===== config.mk =====
export PLATFORM = sky130hd
export DESIGN_NAME = gfm_ctrl
export DESIGN_NICKNAME = d
export VERILOG_FILES = /design/src/rtl/gfm_pkg.sv /design/src/rtl/gfm_ctrl.sv
export SDC_FILE = /design/constraint.sdc
export NUM_CORES = 1
export LEC_CHECK = 0
export BUFFER_PORTS_ARGS = -buffer_cell sky130_fd_sc_hd__buf_4
export CORE_MARGIN = 2
export CORE_UTILIZATION = 40
export CTS_CLUSTER_SIZE = 24
export DETAILED_ROUTE_END_ITERATION = 16
export SKIP_LAST_GASP = 1
export SYNTH_ARGS = -nofsm -noshare
export SYNTH_HDL_FRONTEND = slang
export SYNTH_SLANG_ARGS = --single-unit

===== constraint.sdc =====
create_clock -name clk -period 6 [get_ports clk]
set_input_delay 0.6 -clock clk [delete_from_list [all_inputs] [get_ports clk]]
set_output_delay 0.6 -clock clk [all_outputs]
set_load 0.02 [all_outputs]

===== src/rtl/gfm_pkg.sv =====
// Shared types, constants and the CORDIC angle table of the geofence monitor.
`default_nettype none
package gfm_pkg;

	localparam int MaxFences   = 4;
	localparam int CordicSteps = 30;
	localparam int SqrtSteps   = 31;

	// configuration register indexes
	localparam logic [2:0] REG_ENABLE = 3'd0;
	localparam logic [2:0] REG_FENCE0 = 3'd1;
	localparam logic [2:0] REG_FENCE1 = 3'd2;
	localparam logic [2:0] REG_FENCE2 = 3'd3;
	localparam logic [2:0] REG_FENCE3 = 3'd4;

	// zone status codes
	localparam logic [1:0] ZONE_OUTSIDE = 2'd0;
	localparam logic [1:0] ZONE_INSIDE  = 2'd1;
	localparam logic [1:0] ZONE_ENTERED = 2'd2;
	localparam logic [1:0] ZONE_EXITED  = 2'd3;

	localparam logic signed [24:0] LAT_LIMIT   = 25'sd9000000;
	localparam logic signed [27:0] LON_HALF    = 28'sd18000000;
	localparam logic signed [27:0] LON_TURN    = 28'sd36000000;
	localparam logic signed [31:0] DEG_TO_RAD  = 32'sd12281663;
	localparam logic signed [33:0] CORDIC_GAIN = 34'sd652032874;
	localparam logic signed [31:0] TWO_EARTH_R = 32'sd12742000;
	localparam logic [30:0]        ONE_Q30     = 31'h40000000;

	typedef enum logic [4:0] {
		OP_NONE,
		OP_CAPTURE,
		OP_DIFF,
		OP_WRAP,
		OP_AMUL,
		OP_ZINIT,
		OP_ROT,
		OP_SAVE,
		OP_PMUL,
		OP_HSUM,
		OP_SQINIT,
		OP_SQSTEP,
		OP_SQSAVE,
		OP_VINIT,
		OP_VEC,
		OP_DMUL,
		OP_DROUND,
		OP_UPDATE
	} op_t;

	typedef enum logic [4:0] {
		S_IDLE,
		S_SCAN,
		S_DIFF,
		S_WRAP,
		S_AMUL,
		S_ZINIT,
		S_ROT,
		S_SAVE,
		S_PMUL,
		S_HSUM,
		S_SQINIT,
		S_SQSTEP,
		S_SQSAVE,
		S_VINIT,
		S_VEC,
		S_DMUL,
		S_DROUND,
		S_UPDATE,
		S_OSCAN,
		S_EMIT
	} state_t;

	typedef struct packed {
		op_t        op;
		logic [1:0] sel;
		logic [4:0] step;
		logic [1:0] fence;
	} cmd_t;

	typedef struct packed {
		logic [3:0] en_mask;
	} status_t;

	// atan(2^-i) in Q2.30, truncated; steps 27 to 29 are rounded up
	function automatic logic [31:0] arc_tab(input logic [4:0] i);
		logic [31:0] r;
		unique case (i)
			5'd0:  r = 32'h3243F6A8;
			5'd1:  r = 32'h1DAC6705;
			5'd2:  r = 32'h0FADBAFC;
			5'd3:  r = 32'h07F56EA6;
			5'd4:  r = 32'h03FEAB76;
			5'd5:  r = 32'h01FFD55B;
			5'd6:  r = 32'h00FFFAAA;
			5'd7:  r = 32'h007FFF55;
			5'd8:  r = 32'h003FFFEA;
			5'd9:  r = 32'h001FFFFD;
			5'd10: r = 32'h000FFFFF;
			5'd11: r = 32'h0007FFFF;
			5'd12: r = 32'h0003FFFF;
			5'd13: r = 32'h0001FFFF;
			5'd14: r = 32'h0000FFFF;
			5'd15: r = 32'h00007FFF;
			5'd16: r = 32'h00003FFF;
			5'd17: r = 32'h00001FFF;
			5'd18: r = 32'h00000FFF;
			5'd19: r = 32'h000007FF;
			5'd20: r = 32'h000003FF;
			5'd21: r = 32'h000001FF;
			5'd22: r = 32'h000000FF;
			5'd23: r = 32'h0000007F;
			5'd24: r = 32'h0000003F;
			5'd25: r = 32'h0000001F;
			5'd26: r = 32'h0000000F;
			5'd27: r = 32'h00000008;
			5'd28: r = 32'h00000004;
			5'd29: r = 32'h00000002;
			default: r = 32'h00000000;
		endcase
		return r;
	endfunction

endpackage
`default_nettype wire


===== src/rtl/gfm_ctrl.sv =====
// Controller: sequences fences, angles, products, square roots and result words.
`default_nettype none
module gfm_ctrl (
	input  wire logic        clk,
	input  wire logic        arst_n,
	input  wire logic        in_valid,
	output logic             in_stall,
	output logic             out_valid,
	input  wire logic        out_stall,
	input  gfm_pkg::status_t sts,
	output gfm_pkg::cmd_t    cmd,
	output logic [1:0]       fence_index,
	output logic             last
);
	import gfm_pkg::*;

	localparam logic [1:0] LastFence = 2'(MaxFences - 1);
	localparam logic [4:0] RotLast   = 5'(CordicSteps - 1);
	localparam logic [4:0] SqrtLast  = 5'(SqrtSteps - 1);

	state_t     state_q, state_d;
	logic [4:0] cnt_q, cnt_d;
	logic [1:0] sel_q, sel_d;
	logic [1:0] k_q, k_d;
	op_t        op;
	logic [2:0] k_nx;

	always_ff @(posedge clk or negedge arst_n) begin
		if (!arst_n) begin
			state_q <= S_IDLE;
			cnt_q   <= '0;
			sel_q   <= '0;
			k_q     <= '0;
		end else begin
			state_q <= state_d;
			cnt_q   <= cnt_d;
			sel_q   <= sel_d;
			k_q     <= k_d;
		end
	end

	always_comb begin
		state_d = state_q;
		cnt_d   = cnt_q;
		sel_d   = sel_q;
		k_d     = k_q;
		op      = OP_NONE;
		unique case (state_q)
			S_IDLE: begin
				if (in_valid) begin
					op      = OP_CAPTURE;
					k_d     = '0;
					state_d = S_SCAN;
				end
			end
			S_SCAN: begin
				if (sts.en_mask[k_q]) state_d = S_DIFF;
				else if (k_q == LastFence) begin
					k_d     = '0;
					state_d = S_OSCAN;
				end else k_d = k_q + 2'd1;
			end
			S_DIFF: begin
				op      = OP_DIFF;
				cnt_d   = '0;
				state_d = S_WRAP;
			end
			S_WRAP: begin
				// two wrap passes bring any difference into range
				op = OP_WRAP;
				if (cnt_q == 5'd1) begin
					sel_d   = '0;
					state_d = S_AMUL;
				end else cnt_d = cnt_q + 5'd1;
			end
			S_AMUL: begin
				op      = OP_AMUL;
				state_d = S_ZINIT;
			end
			S_ZINIT: begin
				op      = OP_ZINIT;
				cnt_d   = '0;
				state_d = S_ROT;
			end
			S_ROT: begin
				op = OP_ROT;
				if (cnt_q == RotLast) state_d = S_SAVE;
				else cnt_d = cnt_q + 5'd1;
			end
			S_SAVE: begin
				op = OP_SAVE;
				if (sel_q == 2'd3) begin
					sel_d   = '0;
					state_d = S_PMUL;
				end else begin
					sel_d   = sel_q + 2'd1;
					state_d = S_AMUL;
				end
			end
			S_PMUL: begin
				op = OP_PMUL;
				if (sel_q == 2'd3) begin
					sel_d   = '0;
					state_d = S_HSUM;
				end else sel_d = sel_q + 2'd1;
			end
			S_HSUM: begin
				op      = OP_HSUM;
				sel_d   = '0;
				state_d = S_SQINIT;
			end
			S_SQINIT: begin
				op      = OP_SQINIT;
				cnt_d   = '0;
				state_d = S_SQSTEP;
			end
			S_SQSTEP: begin
				op = OP_SQSTEP;
				if (cnt_q == SqrtLast) state_d = S_SQSAVE;
				else cnt_d = cnt_q + 5'd1;
			end
			S_SQSAVE: begin
				op = OP_SQSAVE;
				if (sel_q == 2'd0) begin
					sel_d   = 2'd1;
					state_d = S_SQINIT;
				end else state_d = S_VINIT;
			end
			S_VINIT: begin
				op      = OP_VINIT;
				cnt_d   = '0;
				state_d = S_VEC;
			end
			S_VEC: begin
				op = OP_VEC;
				if (cnt_q == RotLast) state_d = S_DMUL;
				else cnt_d = cnt_q + 5'd1;
			end
			S_DMUL: begin
				op      = OP_DMUL;
				state_d = S_DROUND;
			end
			S_DROUND: begin
				op      = OP_DROUND;
				state_d = S_UPDATE;
			end
			S_UPDATE: begin
				op = OP_UPDATE;
				if (k_q == LastFence) begin
					k_d     = '0;
					state_d = S_OSCAN;
				end else begin
					k_d     = k_q + 2'd1;
					state_d = S_SCAN;
				end
			end
			S_OSCAN: begin
				if (sts.en_mask[k_q]) state_d = S_EMIT;
				else if (k_q == LastFence) state_d = S_IDLE;
				else k_d = k_q + 2'd1;
			end
			S_EMIT: begin
				if (!out_stall) begin
					if (k_q == LastFence) state_d = S_IDLE;
					else begin
						k_d     = k_q + 2'd1;
						state_d = S_OSCAN;
					end
				end
			end
			default: state_d = S_IDLE;
		endcase
	end

	assign cmd         = '{op: op, sel: sel_q, step: cnt_q, fence: k_q};
	assign in_stall    = (state_q != S_IDLE);
	assign out_valid   = (state_q == S_EMIT);
	assign fence_index = k_q;
	assign k_nx        = {1'b0, k_q} + 3'd1;
	assign last        = ((sts.en_mask >> k_nx) == 4'd0);

	a_emit_enabled: assert property (@(posedge clk) disable iff (!arst_n)
		out_valid |-> sts.en_mask[k_q])
		else $error("result word for a disabled fence");

	a_cordic_count: assert property (@(posedge clk) disable iff (!arst_n)
		(state_q == S_ROT || state_q == S_VEC) |-> (cnt_q <= RotLast))
		else $error("CORDIC step count overran");

	a_hold_word: assert property (@(posedge clk) disable iff (!arst_n)
		(out_valid && out_stall) |=> (out_valid && $stable(k_q)))
		else $error("result word moved while stalled");

	a_busy_after_accept: assert property (@(posedge clk) disable iff (!arst_n)
		(in_valid && !in_stall) |=> in_stall)
		else $error("input taken again before fix finished");

endmodule
`default_nettype wire


==> results.md <==
* CTS Sinks at 14
* Syn Area/Cell at 8.96 µm²
* Total grt overflow at 0
* Ant diodes at 0
* Crit path buf inv count at 1
* Hold WC Path Type: input pin to async pin
* Post-synthesis sequential area ratio at 25.7%
* Max Cap Violations at 0
* Yosys warns at 0
* Arrival time at the worst endpoint at 1.91 ns
* Final setup skew at 0.00799 ns
* Dpl cell area at 1500 µm²
* Seq cells post-synth at 14
* Syn Inst Count at 152
* Max Slew Vio Count at 0
* Setup violators final at 0
* Leakage power at 0.717 nW
* Final WL at 3070 µm
* Worst path top cell family by delay: simple AND/OR/NAND/NOR gates
* EDFF count, synth at 0
* Global-route wire length before repair at 5130 µm
* Num rows at 21
* Reg clk slew, reported paths at 0.10 ns
* Number of global-route vias before repair at 1125
* CP endpoint kind: output pin
* Ys flop type: dfrtp_1
* Number of port buffers at 26
* DRC viols at 0
* Crit-path slowest cell: dfrtp_1
* Fin nets at 185
* Initial antenna violation count at 0
* Yosys cell types at 57
* Total core area at 3310 µm²
* Maximum buffer depth of the clock tree at 2
* Final-report hold violation count at 0
* CP startpoint kind: flip-flop
* Area share of the largest cell type after synthesis at 25.7%
* Resize count post-CTS at 0
* Initial Utilization at 41.1%
* DR vias/cell at 5.68
* Top cells by area, synth: dfrtp_1, ha_1, nor2_1
* Wirelength per Cell at 14.2 µm
* Worst skew pair latency at 0.29 ns
* Final antenna-violating net count at 0
* Asr flop ratio synth at 100%
* Status: complete, no violations
* Post-layout minimum cycle time at 2.51 ns
* Slew HR at 45.6%
* Worst reg2reg setup slack at 3.73 ns
* Ports at 27
* Area Overhead vs Synth at 13.0%
* Vias at 1226
* Share of cells above drive strength 1 at 27.1%
* Tot GR Track Use at 16.2%
* Post-route cell area at 1540 µm²
* RSZ-0062 raised after global routing: false
* GPL Wtd Cong at 0.815
* Crit share post-route at 41.8%
* CP max stage delay at 0.64 ns
* Post-CTS setup buffer count at 0
* Critical path cell sequence: nor2_1, nand2_1, nor3_1, buf_4
* Largest net degree at the start of global routing at 29
* DIE AREA at 3890 µm²
* Setup TNS at 0 ns
* Max frequency at 399 MHz
* Worst-Margin Slew at 0.815 ns
* Die height at 62.3 µm
* Power per cell area at 501 nW/µm²
* Cell taking the most area after synthesis: dfrtp_1
* Synth Cell Area at 1360 µm²
* H-tree Lvls at 1
* TritonCTS clock tree: done
* HPWL Detailed at 2210 µm
* Drt first pass iters at 4
* Die Width at 62.3 µm
* DR iter-0 viols at 52
* TritonCTS Buffers at 3
* VDD IR-drop max at 0.189 mV
* Crit Path Class: flip-flop to output pin
* Clk Tree Root Cell: clkbuf_4
* Syn nets at 166
* CTS Hold Bufs at 0
* CP Max Fanout at 23
* CP required at 5.40 ns
[routing by layer]
metal	part of all wire, %	vias up	GRT usage (%)
met5	0	-	0
met4	0.95	0	3.89
met3	5.5	4	4.35
met2	47	41	26.1
met1	46	582	21.6
li1	-	599	-
[flip-flops by register name, indices dropped and copies added, names as in the netlist]
| name | flops |
|---|---|
| state_q | 5 |
| sel_q | 2 |
| fence_index | 2 |
| cnt_q | 5 |
[power breakdown]
part	leakage, nW	switching (mW)	total [mW]	internal [mW]
combinational	0.512	0.253	0.485	0.232
clock	0.0210	0.0332	0.0702	0.0369
sequential	0.184	0.0918	0.215	0.124
[layout by cell type (no fill, tap or decap), types with 2 or more instances in the layout]
cell / instances
a21oi_1: 9
a22oi_1: 2
a31oi_1: 2
and2b_1: 2
and3b_1: 2
buf_4: 26
clkbuf_4: 3
dfrtp_1: 14
ha_1: 6
inv_1: 9
mux2_2: 2
mux2_4: 3
mux2i_1: 3
nand2_1: 7
nand3_1: 5
nand4_1: 4
nand4b_1: 2
nor2_1: 13
nor2b_1: 5
nor3_1: 5
o211ai_1: 2
o21ai_0: 6
or2b_1: 2
or3_1: 4
[layout make-up]
cell class,count,area [µm²]
multi-input cells,117,865
flip-flops and latches,14,350
inverters,9,33.8
fillers,354,1770
clock buffers,4,36.3
well taps,46,57.6
repair buffers,26,195
[worst paths after layout]
path                            startpoint             end  cells after the start
worst max register to register  state_q[4]      state_q[4]                      5
worst min-delay path                arst_n        cnt_q[3]                      1
max in group asynchronous           arst_n  fence_index[0]                      1
worst max-delay path            state_q[2]       out_valid                      4
min in group clk                  sel_q[1]        sel_q[1]                      1
worst min register to register    sel_q[1]        sel_q[1]                      1
[cells by family after synthesis]
group                      share of synthesized area (%)
buffers and inverters                               10.8
adders and majority gates                           5.51
xor gates and xnor gates                           0.643
DFF                                                 25.7
AOI/OAI and AO/OA                                   18.8
muxes                                               9.65
and+or+nand+nor                                     28.9
[synthesized netlist by cell type, drive strengths merged, types with 2 or more instances]
library cell	instances
nand2	7
nand4	4
mux2	6
and2b	3
nand4b	2
mux2i	3
ha	6
dfrtp	14
a22o	2
o311ai	2
and3b	3
nor2b	5
nor3	5
or3	5
nand3	5
a31oi	2
a21oi	9
o21ai	6
nor2	14
buf	7
clkbuf	5
or2b	3
nor4b	2
a22oi	2
inv	9
o211ai	2
[per-stage QoR]
step | cells | power (mW) | worst slack (ns) | util (%) | hold WS [ns]
floorplan | 152 | 0.598 | 3.86 | - | 0.304
global placement | 212 | 0.696 | 3.87 | 45.4 | 0.460
detailed placement | 212 | 0.698 | 3.79 | 45.4 | 0.464
CTS | 216 | 0.770 | 3.55 | 46.4 | 0.149
global route | 216 | 0.833 | 3.36 | 46.4 | 0.147
finish | 216 | 0.770 | 3.49 | 46.4 | 0.147
[worst reg2reg max path: cells and delay by family (launching register included)]
kind | cells | cell delay [ns]
DFF | 1 | 0.88
AOI/OAI and AO/OA | 1 | 0.34
muxes | 1 | 0.31
and+or+nand+nor | 3 | 0.62
(Power assumes the default switching activity.)
